`src/rtl/htb_pkg.sv`:
```
// Shared types and constants for the hex text to bytes parser.
// No dependencies; imported by every module of the block.
package htb_pkg;

    // Input commands
    localparam logic [1:0] CMD_START = 2'd0;
    localparam logic [1:0] CMD_CHAR  = 2'd1;
    localparam logic [1:0] CMD_END   = 2'd2;

    // Finish status codes
    localparam logic [1:0] STATUS_OK      = 2'd0;
    localparam logic [1:0] STATUS_BAD_CHR = 2'd1;
    localparam logic [1:0] STATUS_ODD     = 2'd2;

    // Character codes the scanner reacts to
    localparam logic [7:0] CH_SEMI    = 8'h3b;
    localparam logic [7:0] CH_HASH    = 8'h23;
    localparam logic [7:0] CH_SLASH   = 8'h2f;
    localparam logic [7:0] CH_STAR    = 8'h2a;
    localparam logic [7:0] CH_DIG_LO  = 8'h30;
    localparam logic [7:0] CH_DIG_HI  = 8'h39;
    localparam logic [7:0] CH_UC_LO   = 8'h41;
    localparam logic [7:0] CH_UC_HI   = 8'h46;
    localparam logic [7:0] CH_LC_LO   = 8'h61;
    localparam logic [7:0] CH_LC_HI   = 8'h66;
    localparam logic [7:0] CH_NEWLINE = 8'h0a;
    localparam logic [7:0] CH_SPACE   = 8'h20;
    localparam logic [7:0] CH_TAB     = 8'h09;
    localparam logic [7:0] CH_CR      = 8'h0d;

    localparam logic [15:0] MAX_LENGTH_RESET = 16'hffff;

    // Scanner mode, one-hot
    typedef enum logic [5:0] {
        MODE_NORMAL = 6'b000001,
        MODE_LINE   = 6'b000010,
        MODE_SLASH  = 6'b000100,
        MODE_BLOCK  = 6'b001000,
        MODE_STAR   = 6'b010000,
        MODE_DONE   = 6'b100000
    } mode_t;

    // Scanner state apart from the byte counter
    typedef struct packed {
        mode_t      mode;
        logic       half;
        logic [3:0] nib;
    } scan_state_t;

    typedef struct packed {
        logic [1:0] cmd;
        logic [7:0] ch;
    } in_t;

    typedef struct packed {
        logic        byte_valid;
        logic [7:0]  data_byte;
        logic [15:0] byte_index;
        logic        finished;
        logic [1:0]  status;
        logic [15:0] byte_count;
    } out_t;

endpackage

```
`src/rtl/htb_step.sv`:
```
// Next-state and result logic for one input item of the hex parser.
// Depends on htb_pkg; pure combinational, used by the top level.
module htb_step
    import htb_pkg::*;
#(
    parameter int COUNT_BITS = 16
)
(
    input  in_t                     item,
    input  scan_state_t             st,
    input  logic [COUNT_BITS-1:0]   cnt,
    input  logic [15:0]             max_length,
    output scan_state_t             st_next,
    output logic [COUNT_BITS-1:0]   cnt_next,
    output logic                    res_valid,
    output out_t                    res
);

    // Hex digit decode: bit 4 flags a digit
    function automatic logic [4:0] hex_digit(input logic [7:0] c);
        logic [4:0] r;
        r = 5'd0;
        if (c >= CH_DIG_LO && c <= CH_DIG_HI)
            r = {1'b1, 4'(c - CH_DIG_LO)};
        else if (c >= CH_UC_LO && c <= CH_UC_HI)
            r = {1'b1, 4'(c - CH_UC_LO + 8'd10)};
        else if (c >= CH_LC_LO && c <= CH_LC_HI)
            r = {1'b1, 4'(c - CH_LC_LO + 8'd10)};
        return r;
    endfunction

    logic [COUNT_BITS+15:0] cnt_ext;
    logic [COUNT_BITS+15:0] inc_ext;
    logic [COUNT_BITS+15:0] max_ext;
    logic [COUNT_BITS-1:0]  cnt_inc;
    logic                   over_limit;
    logic                   inc_fin;
    logic                   is_space;
    logic [4:0]             digit;

    // Counter compares in a width that holds both operands
    assign cnt_inc    = cnt + COUNT_BITS'(1);
    assign cnt_ext    = {16'b0, cnt};
    assign inc_ext    = {16'b0, cnt_inc};
    assign max_ext    = {{COUNT_BITS{1'b0}}, max_length};
    assign over_limit = cnt_ext >= max_ext;
    assign inc_fin    = (inc_ext >= max_ext) || (&cnt_inc);
    assign is_space   = (item.ch == CH_SPACE) || (item.ch >= CH_TAB && item.ch <= CH_CR);
    assign digit      = hex_digit(item.ch);

    always_comb
    begin
        st_next        = st;
        cnt_next       = cnt;
        res_valid      = 1'b0;
        res            = '0;
        res.byte_count = cnt_ext[15:0];

        case (item.cmd)
            CMD_START:
            begin
                st_next.mode = MODE_NORMAL;
                st_next.half = 1'b0;
                st_next.nib  = 4'd0;
                cnt_next     = '0;
                res.byte_count = 16'd0;
                if (max_length == 16'd0)
                begin
                    res_valid    = 1'b1;
                    res.finished = 1'b1;
                    st_next.mode = MODE_DONE;
                end
            end
            CMD_CHAR, CMD_END:
            begin
                if (st.mode != MODE_DONE)
                begin
                    if (item.cmd == CMD_END || over_limit)
                    begin
                        // plain finish: odd status if a digit waits
                        res_valid    = 1'b1;
                        res.finished = 1'b1;
                        res.status   = st.half ? STATUS_ODD : STATUS_OK;
                        st_next.mode = MODE_DONE;
                    end
                    else
                    begin
                        case (st.mode)
                            MODE_LINE:
                            begin
                                if (item.ch == CH_NEWLINE)
                                    st_next.mode = MODE_NORMAL;
                            end
                            MODE_SLASH:
                            begin
                                if (item.ch == CH_SLASH)
                                    st_next.mode = MODE_LINE;
                                else if (item.ch == CH_STAR)
                                    st_next.mode = MODE_STAR;
                                else
                                    st_next.mode = MODE_NORMAL;
                            end
                            MODE_BLOCK:
                            begin
                                if (item.ch == CH_STAR)
                                    st_next.mode = MODE_STAR;
                            end
                            MODE_STAR:
                            begin
                                if (item.ch == CH_SLASH)
                                    st_next.mode = MODE_NORMAL;
                                else if (item.ch != CH_STAR)
                                    st_next.mode = MODE_BLOCK;
                            end
                            MODE_NORMAL:
                            begin
                                if (item.ch == CH_SEMI)
                                begin
                                    res_valid    = 1'b1;
                                    res.finished = 1'b1;
                                    res.status   = st.half ? STATUS_ODD : STATUS_OK;
                                    st_next.mode = MODE_DONE;
                                end
                                else if (is_space)
                                begin
                                    st_next.mode = MODE_NORMAL;
                                end
                                else if (item.ch == CH_HASH)
                                begin
                                    st_next.mode = MODE_LINE;
                                end
                                else if (item.ch == CH_SLASH)
                                begin
                                    st_next.mode = MODE_SLASH;
                                end
                                else if (!digit[4])
                                begin
                                    res_valid    = 1'b1;
                                    res.finished = 1'b1;
                                    res.status   = STATUS_BAD_CHR;
                                    st_next.mode = MODE_DONE;
                                end
                                else if (!st.half)
                                begin
                                    st_next.half = 1'b1;
                                    st_next.nib  = digit[3:0];
                                end
                                else
                                begin
                                    // second digit completes a byte
                                    st_next.half   = 1'b0;
                                    st_next.nib    = 4'd0;
                                    cnt_next       = cnt_inc;
                                    res_valid      = 1'b1;
                                    res.byte_valid = 1'b1;
                                    res.data_byte  = {st.nib, digit[3:0]};
                                    res.byte_index = cnt_ext[15:0];
                                    res.byte_count = inc_ext[15:0];
                                    res.finished   = inc_fin;
                                    if (inc_fin)
                                        st_next.mode = MODE_DONE;
                                end
                            end
                            default:
                            begin
                                st_next.mode = st.mode;
                            end
                        endcase
                    end
                end
            end
            default:
            begin
                st_next = st;
            end
        endcase
    end

endmodule

```
`src/rtl/hex_text_to_bytes_parser.sv`:
```
// Hex text to bytes parser, top level: state registers and output buffer.
// Depends on htb_pkg and htb_step.
//
// The parser takes one character item per clock cycle while in_stall is low;
// the result an item causes (a byte, a finish, or both) enters the output
// buffer as it is accepted. Each item is handled in one pass through the
// scanner logic between the state registers and a two-entry output buffer;
// in_stall rises only when both buffer entries hold results that the
// receiver has not taken. Items that cause no result take no buffer entry.
// Write max_length through the cfg port only while idle (not enforced).
module hex_text_to_bytes_parser
    import htb_pkg::*;
#(
    parameter int COUNT_BITS = 16
)
(
    input  logic        clk,
    input  logic        rst_n,
    input  logic        in_valid,
    output logic        in_stall,
    input  in_t         in_data,
    output logic        out_valid,
    input  logic        out_stall,
    output out_t        out_data,
    input  logic        cfg_valid,
    output logic        cfg_ready,
    input  logic [15:0] cfg_data
);

    scan_state_t            st_reg;
    scan_state_t            st_next;
    logic [COUNT_BITS-1:0]  count_reg;
    logic [COUNT_BITS-1:0]  count_next;
    logic [15:0]            max_length_reg;
    logic                   res_valid;
    out_t                   res;
    out_t                   head_reg;
    out_t                   skid_reg;
    logic                   head_valid_reg;
    logic                   skid_valid_reg;
    logic                   accept;
    logic                   push;
    logic                   pop;

    assign accept    = in_valid && !in_stall;
    assign push      = accept && res_valid;
    assign pop       = head_valid_reg && !out_stall;
    assign in_stall  = skid_valid_reg;
    assign out_valid = head_valid_reg;
    assign out_data  = head_reg;
    assign cfg_ready = 1'b1;

    htb_step #(
        .COUNT_BITS (COUNT_BITS)
    ) u_step (
        .item       (in_data),
        .st         (st_reg),
        .cnt        (count_reg),
        .max_length (max_length_reg),
        .st_next    (st_next),
        .cnt_next   (count_next),
        .res_valid  (res_valid),
        .res        (res)
    );

    // Scanner state and length register
    always_ff @(posedge clk or negedge rst_n)
    begin
        if (!rst_n)
        begin
            st_reg.mode    <= MODE_DONE;
            st_reg.half    <= 1'b0;
            st_reg.nib     <= 4'd0;
            count_reg      <= '0;
            max_length_reg <= MAX_LENGTH_RESET;
        end
        else
        begin
            if (accept)
            begin
                st_reg    <= st_next;
                count_reg <= count_next;
            end
            if (cfg_valid && cfg_ready)
                max_length_reg <= cfg_data;
        end
    end

    // Output buffer occupancy
    always_ff @(posedge clk or negedge rst_n)
    begin
        if (!rst_n)
        begin
            head_valid_reg <= 1'b0;
            skid_valid_reg <= 1'b0;
        end
        else if (!head_valid_reg || pop)
        begin
            head_valid_reg <= skid_valid_reg || push;
            skid_valid_reg <= skid_valid_reg && push;
        end
        else if (push)
        begin
            skid_valid_reg <= 1'b1;
        end
    end

    // Output buffer payload, kept in arrival order
    always_ff @(posedge clk)
    begin
        if (!head_valid_reg || pop)
        begin
            if (skid_valid_reg)
            begin
                head_reg <= skid_reg;
                if (push)
                    skid_reg <= res;
            end
            else if (push)
            begin
                head_reg <= res;
            end
        end
        else if (push)
        begin
            skid_reg <= res;
        end
    end

endmodule

```
`config.mk`:
```
export PLATFORM = sky130hd
export DESIGN_NAME = hex_text_to_bytes_parser
export DESIGN_NICKNAME = d
export VERILOG_FILES = /design/src/rtl/htb_pkg.sv /design/src/rtl/htb_step.sv /design/src/rtl/hex_text_to_bytes_parser.sv
export SDC_FILE = /design/constraint.sdc
export NUM_CORES = 1
export LEC_CHECK = 0
export ABC_AREA = 1
export BUFFER_PORTS_ARGS = -buffer_cell sky130_fd_sc_hd__clkbuf_2
export CAP_MARGIN = 40
export CELL_PAD_IN_SITES_DETAIL_PLACEMENT = 0
export CELL_PAD_IN_SITES_GLOBAL_PLACEMENT = 1
export CORE_UTILIZATION = 49
export DETAILED_ROUTE_END_ITERATION = 12
export GPL_ROUTABILITY_DRIVEN = 0
export PLACE_DENSITY_LB_ADDON = 0.1
export SYNTH_ARGS = -nofsm -noshare
export SYNTH_HDL_FRONTEND = slang
export SYNTH_SLANG_ARGS = --single-unit
```
`constraint.sdc`:
```
create_clock -name clk -period 6.2 [get_ports clk]
set_input_delay 0.62 -clock clk [delete_from_list [all_inputs] [get_ports clk]]
set_output_delay 0.62 -clock clk [all_outputs]
set_load 0.01 [all_outputs]
```
==> flow_summary.yaml, run 1 <==
clocking:
  ctsRootBufferMaster: "clkbuf_16"
  cts_setup_buffers: 0
  clkLatencyLatePin_ps: 420
  cts_buffers: 17
  clk_pin_slew_ps: 60
  ctsResizeCount: 0
  clockBufferDepth: 2
  cts_sinks: 133
  cts_tree: "built"
  htreeDepth: 4
  hold_buffers: 0
timing:
  finalMaxSlewViolations: 0
  slew_headroom_pct: 50.9
  grt_setup_unrepaired: "no"
  fin_crit_ps: 3180
  clock.fmax_mhz: 314
  setup_viol: 0
  clock-skew-final_ps: 7.74
  fin_crit_sh_pct: 51.3
  max_slew.worst_pin.slew_ps: 734
  setup_tns_ps: 0
  worst_slack_ps: 3020
  hold_violations: 0
logic_synthesis:
  yosysMostFrequentCell: "nand2_1"
  yosysUniqueCellTypes: 48
  async_flop_share_pct: 33.8
  syn_nets: 1041
  syn_inst: 968
  ys_ff_latch: 133
  synth_top_cell_by_area: "edfxtp_1"
  synth_top_area_share_pct: 32.9
  synth_area_per_cell_um2: 8.29
  synth-main-ff-cell: "edfxtp_1"
  syn_area_um2: 8030
  synth_common_cells: "312 x nand2_1, 108 x inv_1, 88 x edfxtp_1"
  synth_edf_count: 88
  ys_seq_area_share_pct: 47.2
  synth_area_leaders: "edfxtp_1 33%, nand2_1 15%, dfrtp_1 8.7%"
  ys.warnings.count: 0
die:
  rows: 46
  pin_count: 78
  die_h_um: 130
  die_x_um: 130
  design.core.area_um2: 15900
  dieArea_um2: 16900
  initial_core_util_pct: 50.4
layout:
  diodes: 0
  area_delta_synth_final_pct: 15.2
  final_cell_area_um2: 9250
  fin_nets: 1116
  drive_gt1_share_pct: 19.2
  finish.utilization_pct: 58.0
grt:
  grt_pass1_wl_mm: 29.1
  grt_antenna_before_repair: 0
  gr-usage-all-layers_pct: 22.7
  overflow: 0
  grt_pass1_vias: 5723
  grt_max_degree: 64
worst_setup_path:
  path_class: "flip-flop to flip-flop"
  rrSetupSlack_ps: 3020
  endpoint_kind: "flip-flop"
  start_kind: "flip-flop"
  arrival_ps: 3300
  crit_required_ps: 6320
  crit_path_max_fanout: 36
detailed_routing:
  viasPerCell: 4.96
  drtAntennaViolNets: 0
  dr_total_vias: 6313
  routed_wl_mm: 17.5
  drc: 0
  routedWlPerCell_um: 13.8
  drt_iter0_drc: 435
  first_pass_iters: 5
pwr:
  p_leak_nw: 4.66
  ir_drop_v: 0.000176
  power_density_nw_per_um2: 308
  total_power_mw: 2.85
place:
  dp_hpwl_mm: 13.3
  placed_area_um2: 8640
  pre_cts_ws_ps: 3010
  portBuffers: 76
outcome:
  status: "complete, no violations"
min_path:
  holdCritPathClass: "input port to asynchronous set/reset pin"
run:
  cap_violations: 0
## power by group
part / switching, mW / leakage, nW / internal, mW / total [mW]
registers: 0.0637 / 1.42 / 1.05 / 1.12
logic: 0.474 / 2.95 / 0.225 / 0.699
clock network: 0.397 / 0.289 / 0.636 / 1.03
total: 0.934 / 4.66 / 1.92 / 2.85
## critical path, stage by stage (launching register included)
cell,delay (ps)
dfstp_2,510
inv_1,90
ha_1,310
nand2_1,80
nor3_1,250
nand3_1,140
nand4_1,380
nor2_1,150
nand2_1,90
nand3b_1,130
nand2_1,90
inv_1,90
nor2_4,300
buf_12,250
## per-layer routing
| layer | global-route usage (%) | wire length (µm) |
|---|---|---|
| met5 | 0 | 0 |
| met4 | 8.14 | 338 |
| met3 | 3.65 | 899 |
| met2 | 33.5 | 7250 |
| met1 | 33.7 | 9050 |
## kinds of logic (layout without fill, tap and decap cells)
logic type / Yosys count / in the layout / share of synthesized area [%]
buf+inv: 144 / 232 / 7.40
other cells: 1 / 1 / 0.0467
compound gates: 125 / 125 / 9.05
simple gates: 522 / 522 / 29.6
flops: 133 / 133 / 47.2
fa+ha+maj: 42 / 42 / 6.55
xor+xnor: 1 / 1 / 0.109
## layout by cell type, fill, tap and decap left out, types with 20 or more instances in the layout
master and n:
nand2_1 312, inv_1 108, edfxtp_1 88, clkbuf_2 76, nor2_1 69, nand3_1 57
o21ai_0 45, ha_1 42, o21ai_1 32, dfrtp_1 27, nand4_1 20
## worst paths after layout
kind                            cells after the start                       endpoint                            from
worst max-delay path                               13          out_data[7]$_DFFE_PP_  max_length_reg[15]$_DFFE_PN1P_
worst min-delay path                                2       count_reg[6]$_DFFE_PN0P_                           rst_n
worst max register to register                     13          out_data[7]$_DFFE_PP_  max_length_reg[15]$_DFFE_PN1P_
worst min register to register                      2         st_reg[10]$_DFFE_PN1P_          st_reg[10]$_DFFE_PN1P_
max in group asynchronous                           2           in_stall$_DFFE_PN0P_                           rst_n
min in group clk                                    3  max_length_reg[0]$_DFFE_PN1P_                     cfg_data[0]
## layout make-up
| class | count | area, µm² |
|---|---|---|
| tap | 216 | 270 |
| fill | 1475 | 6690 |
| clock buffer | 18 | 429 |
| multi-input combinational | 691 | 3660 |
| inverter | 115 | 432 |
| clock inverter | 14 | 175 |
| sequential | 133 | 3790 |
| timing repair buffer | 85 | 492 |
## per-stage QoR
step,hold slack (ps),instances
after floorplan,324,968
after detailed placement,473,1240
after global placement,468,1235
after global routing,342,1272
final,289,1272
after CTS,303,1272
(Power assumes the default switching activity.)
==> run 2: changes to the inputs <==
CORE_UTILIZATION = 45   (was 49)
clock period = 3.3 ns   (was 6.2 ns; I/O delays follow)
==> flow_summary.yaml, run 2 (synthesis gave the netlist of run 1 again) <==
timing:
  hold_violations: 0
  fin_crit_sh_pct: 90.0
  grt_setup_unrepaired: "no"
  finalMaxSlewViolations: 0
  clock-skew-final_ps: 10.5
  clock.fmax_mhz: 337
  setup_viol: 0
  setup_tns_ps: 0
  max_slew.worst_pin.slew_ps: 840
  slew_headroom_pct: 44.0
  fin_crit_ps: 2970
  worst_slack_ps: 330
die:
  die_x_um: 136
  initial_core_util_pct: 46.3
  die_h_um: 136
  rows: 48
  dieArea_um2: 18400
  pin_count: 78
  design.core.area_um2: 17400
place:
  dp_hpwl_mm: 13.9
  portBuffers: 76
  pre_cts_ws_ps: 302
  dp.cells: 1259
worst_setup_path:
  arrival_ps: 3080
  endpoint_kind: "flip-flop"
  reg2reg_depth: 13
  rrSetupSlack_ps: 330
  crit_required_ps: 3410
  crit_path_max_fanout: 44
  r2r_start: "max_length_reg[15]$_DFFE_PN1P_"
  path_class: "flip-flop to flip-flop"
  reg2reg_to: "out_data[7]$_DFFE_PP_"
  start_kind: "flip-flop"
layout:
  area_delta_synth_final_pct: 16.1
  finish.utilization_pct: 53.7
  diodes: 0
  drive_gt1_share_pct: 20.1
  final_common_cell: "nand2_1"
  register_area_um2: 3790
  multi_input_area_um2: 3660
  fin_nets: 1127
  layout_common_cells: "312 x nand2_1, 108 x inv_1, 88 x edfxtp_1"
  fillers: 1685
  final_cells: 1292
detailed_routing:
  drc: 0
  first_pass_iters: 5
  routedWlPerCell_um: 14.5
  drtAntennaViolNets: 0
  routed_wl_mm: 18.7
  dr_total_vias: 6348
  drt_iter0_drc: 502
  viasPerCell: 4.91
pwr:
  power_density_nw_per_um2: 566
  p_seq_share_pct: 39.8
  p_leak_nw: 4.70
  total_power_mw: 5.27
  p_sw_share_pct: 34.8
  p_comb_share_pct: 26.1
  p_sw_mw: 1.84
  ir_drop_v: 0.000368
  clkPwrFrac_pct: 34.1
  power.internal_mw: 3.44
clocking:
  htreeDepth: 4
  cts_tree: "built"
  ctsRootBufferMaster: "clkbuf_16"
  cts_buffers: 17
  clk_pin_slew_ps: 60
  cts_sinks: 133
  clockBufferDepth: 2
  cts_setup_buffers: 0
  clkLatencyLatePin_ps: 430
min_path:
  holdCritPathClass: "input port to flip-flop"
  hold_path_end: "max_length_reg[2]$_DFFE_PN1P_"
  hold_path_depth: 3
  holdCritStartpoint: "cfg_data[2]"
grt:
  overflow: 0
  gr-usage-all-layers_pct: 22.0
  grt_pass1_vias: 5931
  grt_pass1_wl_mm: 30.9
  grt_antenna_before_repair: 0
  grt_max_degree: 64
run:
  cap_violations: 0
outcome:
  status: "complete, no violations"
-- run 2: what timing repair did --
item,4_1_cts,5_1_grt
endpoints found under the hold margin,28,0
hold buffers,1,0
resized for setup,0,0
-- run 2: worst max path at each step --
stage	startpoint	slack (ps)	end	cells after the start
CTS	max_length_reg[15]$_DFFE_PN1P_	280	out_data[29]$_DFFE_PP_	13
finish	max_length_reg[15]$_DFFE_PN1P_	330	out_data[7]$_DFFE_PP_	13
global placement	max_length_reg[15]$_DFFE_PN1P_	320	out_data[3]$_DFFE_PP_	13
global route	max_length_reg[15]$_DFFE_PN1P_	110	out_data[29]$_DFFE_PP_	13
detailed placement	max_length_reg[15]$_DFFE_PN1P_	300	out_data[4]$_DFFE_PP_	13
floorplan	max_length_reg[15]$_DFFE_PN1P_	270	out_data[0]$_DFFE_PP_	12
-- run 2: area by class of cell --
type | count | area share (%)
Sequential cell | 133 | 40.7
Multi-Input combinational cell | 691 | 39.2
Timing Repair Buffer | 96 | 6.39
Inverter | 115 | 4.63
Clock buffer | 17 | 4.56
Tap cell | 225 | 3.02
Clock inverter | 15 | 1.50
-- run 2: power by group through the flow --
stage / Clock, mW / Combinational, mW / Sequential (mW)
floorplan: 0 / 0.919 / 2.13
detailed placement: 0 / 1.38 / 2.13
finish: 1.80 / 1.38 / 2.10
global placement: 0 / 1.37 / 2.13
global route: 1.91 / 1.58 / 2.12
CTS: 1.84 / 1.38 / 2.10
-- run 2: worst max-delay path, cell delays in order (launching register included) --
cell and delay [ps]:
dfstp_2 510, inv_1 90, ha_1 310, nand2_1 90, nor3_1 300, nand3_1 180, nand4_1 270, nor2_1 110
nand2_1 70, nand3b_1 150, nand2_1 110, inv_1 90, nor2_4 110, buf_12 230
-- run 2: layer usage --
metal  vias up  wire length (µm)  GRT usage (%)
met2       151              7910           32.7
li1       3341                 -              -
met4         0               228           6.18
met3        16               738           3.25
met1      2840              9810           32.9
met5         -                 0              0
-- run 2: per-stage QoR --
step                hold WS (ps)  cell area [µm²]
finish                       104             9330
global route                 109             9330
CTS                         92.2             9330
detailed placement           132             8750
global placement             469             8730
floorplan                   34.4             8040
==> run 3: changes to the inputs <==
BUFFER_PORTS_ARGS = -buffer_cell sky130_fd_sc_hd__buf_4   (was -buffer_cell sky130_fd_sc_hd__clkbuf_2)
==> flow_summary.yaml, run 3 (synthesis gave the netlist of run 1 again) <==
detailed_routing:
  viasPerCell: 4.98
  drt_iter0_drc: 412
  dr_total_vias: 6429
  drc: 0
  routed_wl_mm: 18.7
  drtAntennaViolNets: 0
  routedWlPerCell_um: 14.5
  first_pass_iters: 5
clocking:
  ctsResizeCount: 0
  clkLatencyLatePin_ps: 420
  cts_buffers: 17
  hold_buffers: 1
  ctsRootBufferMaster: "clkbuf_16"
  cts_setup_buffers: 0
  htreeDepth: 4
  clk_pin_slew_ps: 70
  clockBufferDepth: 2
  cts_tree: "built"
  cts_sinks: 133
worst_setup_path:
  path_class: "flip-flop to flip-flop"
  cpPeakStageDelay_ps: 510
  cp_common_cell: "nand2_1"
  crit_path_max_fanout: 44
  arrival_ps: 3050
  endpoint_kind: "flip-flop"
  reg2reg_to: "out_data[4]$_DFFE_PP_"
  r2r_start: "max_length_reg[15]$_DFFE_PN1P_"
  reg2reg_depth: 14
  rrSetupSlack_ps: 400
  crit_chain: "inv_1 > ha_1 > nand2_1 > o21bai_1 > nand2_1 > a21oi_1 > nand4_1 > nor2_1 > nand2_1 > nand3b_1 > nand2_1 > inv_1 > nor2_4 > buf_12"
  slowest_stage: "dfstp_2"
  start_kind: "flip-flop"
  cpLargestDelayFamily: "simple AND/OR/NAND/NOR gates"
  crit_buf_inv: 3
  crit_required_ps: 3450
grt:
  gr-usage-all-layers_pct: 22.1
  grt_pass1_wl_mm: 31.2
  grt_pass1_vias: 6029
  grt_antenna_before_repair: 0
  overflow: 0
  grt_max_degree: 64
pwr:
  p_sw_share_pct: 33.5
  ir_drop_v: 0.000400
  clkPwrFrac_pct: 35.4
  power.internal_mw: 3.62
  p_leak_nw: 4.75
  p_comb_share_pct: 26.2
  p_sw_mw: 1.83
  power_density_nw_per_um2: 572
  p_seq_share_pct: 38.5
outcome:
  status: "complete, no violations"
timing:
  fin_crit_sh_pct: 87.8
  clock-skew-final_ps: 9.10
  slew_headroom_pct: 55.8
  max_slew.worst_pin.slew_ps: 662
  setup_viol: 0
  grt_setup_unrepaired: "no"
  hold_violations: 0
  finalMaxSlewViolations: 0
  fin_crit_ps: 2900
  setup_tns_ps: 0
  clock.fmax_mhz: 345
place:
  portBuffers: 76
  dp_hpwl_mm: 13.9
  dp.cells: 1258
layout:
  layout_common_cells: "312 x nand2_1, 108 x inv_1, 89 x buf_4"
  diodes: 0
  final_cells: 1291
  area_delta_synth_final_pct: 18.7
  drive_gt1_share_pct: 20.0
  final_common_cell: "nand2_1"
  fin_nets: 1126
die:
  rows: 48
  pin_count: 78
  initial_core_util_pct: 46.3
  die_x_um: 136
  dieArea_um2: 18400
  design.core.area_um2: 17400
  die_h_um: 136
run:
  cap_violations: 0
min_path:
  hold_path_depth: 3
  hold_path_end: "max_length_reg[1]$_DFFE_PN1P_"
  holdCritPathClass: "input port to flip-flop"
  holdCritStartpoint: "cfg_data[1]"
## run 3: changes by cell type in the layout (fill, tap and decap cells not counted), sizes merged
cell	change
clkinvlp	+2
bufinv	+2
buf	+75
clkbuf	-75
clkinv	-5
## run 3: cell type report
class | count | area (µm²)
flip-flops and latches | 133 | 3790
clock inverters | 14 | 165
well taps | 225 | 282
multi-input cells | 691 | 3660
clock buffers | 18 | 429
fillers | 1611 | 7830
repair buffers | 95 | 773
inverters | 115 | 432
## run 3: routing by layer
metal / vias up / GRT usage (%) / share of wire (%)
li1: 3347 / - / -
met1: 2898 / 33.5 / 52
met2: 169 / 32.3 / 42
met3: 15 / 2.81 / 4.7
met4: 0 / 7.30 / 1.4
met5: - / 0 / 0
## run 3: how the worst max path moves through the flow
stage	from	to	slack [ps]	depth (start not counted)
2_1_floorplan	max_length_reg[15]$_DFFE_PN1P_	out_data[0]$_DFFE_PP_	270	12
3_3_place_gp	max_length_reg[15]$_DFFE_PN1P_	out_data[3]$_DFFE_PP_	450	14
3_5_place_dp	max_length_reg[15]$_DFFE_PN1P_	out_data[3]$_DFFE_PP_	420	14
4_1_cts	max_length_reg[15]$_DFFE_PN1P_	out_data[4]$_DFFE_PP_	410	14
5_1_grt	count_reg[1]$_DFFE_PN0P_	st_reg[5]$_DFFE_PN0P_	160	20
6_report	max_length_reg[15]$_DFFE_PN1P_	out_data[4]$_DFFE_PP_	400	14
## run 3: power by group through the flow
| stage | Clock [mW] | Combinational [mW] | Sequential, mW |
|---|---|---|---|
| 3_3_place_gp | 0 | 1.42 | 2.12 |
| 4_1_cts | 1.97 | 1.43 | 2.10 |
| 5_1_grt | 2.04 | 1.62 | 2.11 |
| 2_1_floorplan | 0 | 0.919 | 2.13 |
| 6_report | 1.93 | 1.43 | 2.10 |
| 3_5_place_dp | 0 | 1.43 | 2.13 |
## run 3: metrics by stage
stage	utilization, %	total power [mW]	cell area (µm²)	hold WS, ps	worst slack, ps
finish	54.9	5.45	9530	113	403
global route	54.9	5.78	9530	112	157
CTS	54.9	5.50	9530	93.9	408
detailed placement	51.4	3.56	8930	384	423
global placement	51.3	3.54	8910	377	453
floorplan	-	3.05	8040	34.4	267
## run 3: worst min-delay path: stages
cell	delay (ps)
buf_4	80
nand2_1	40
o21ai_0	60
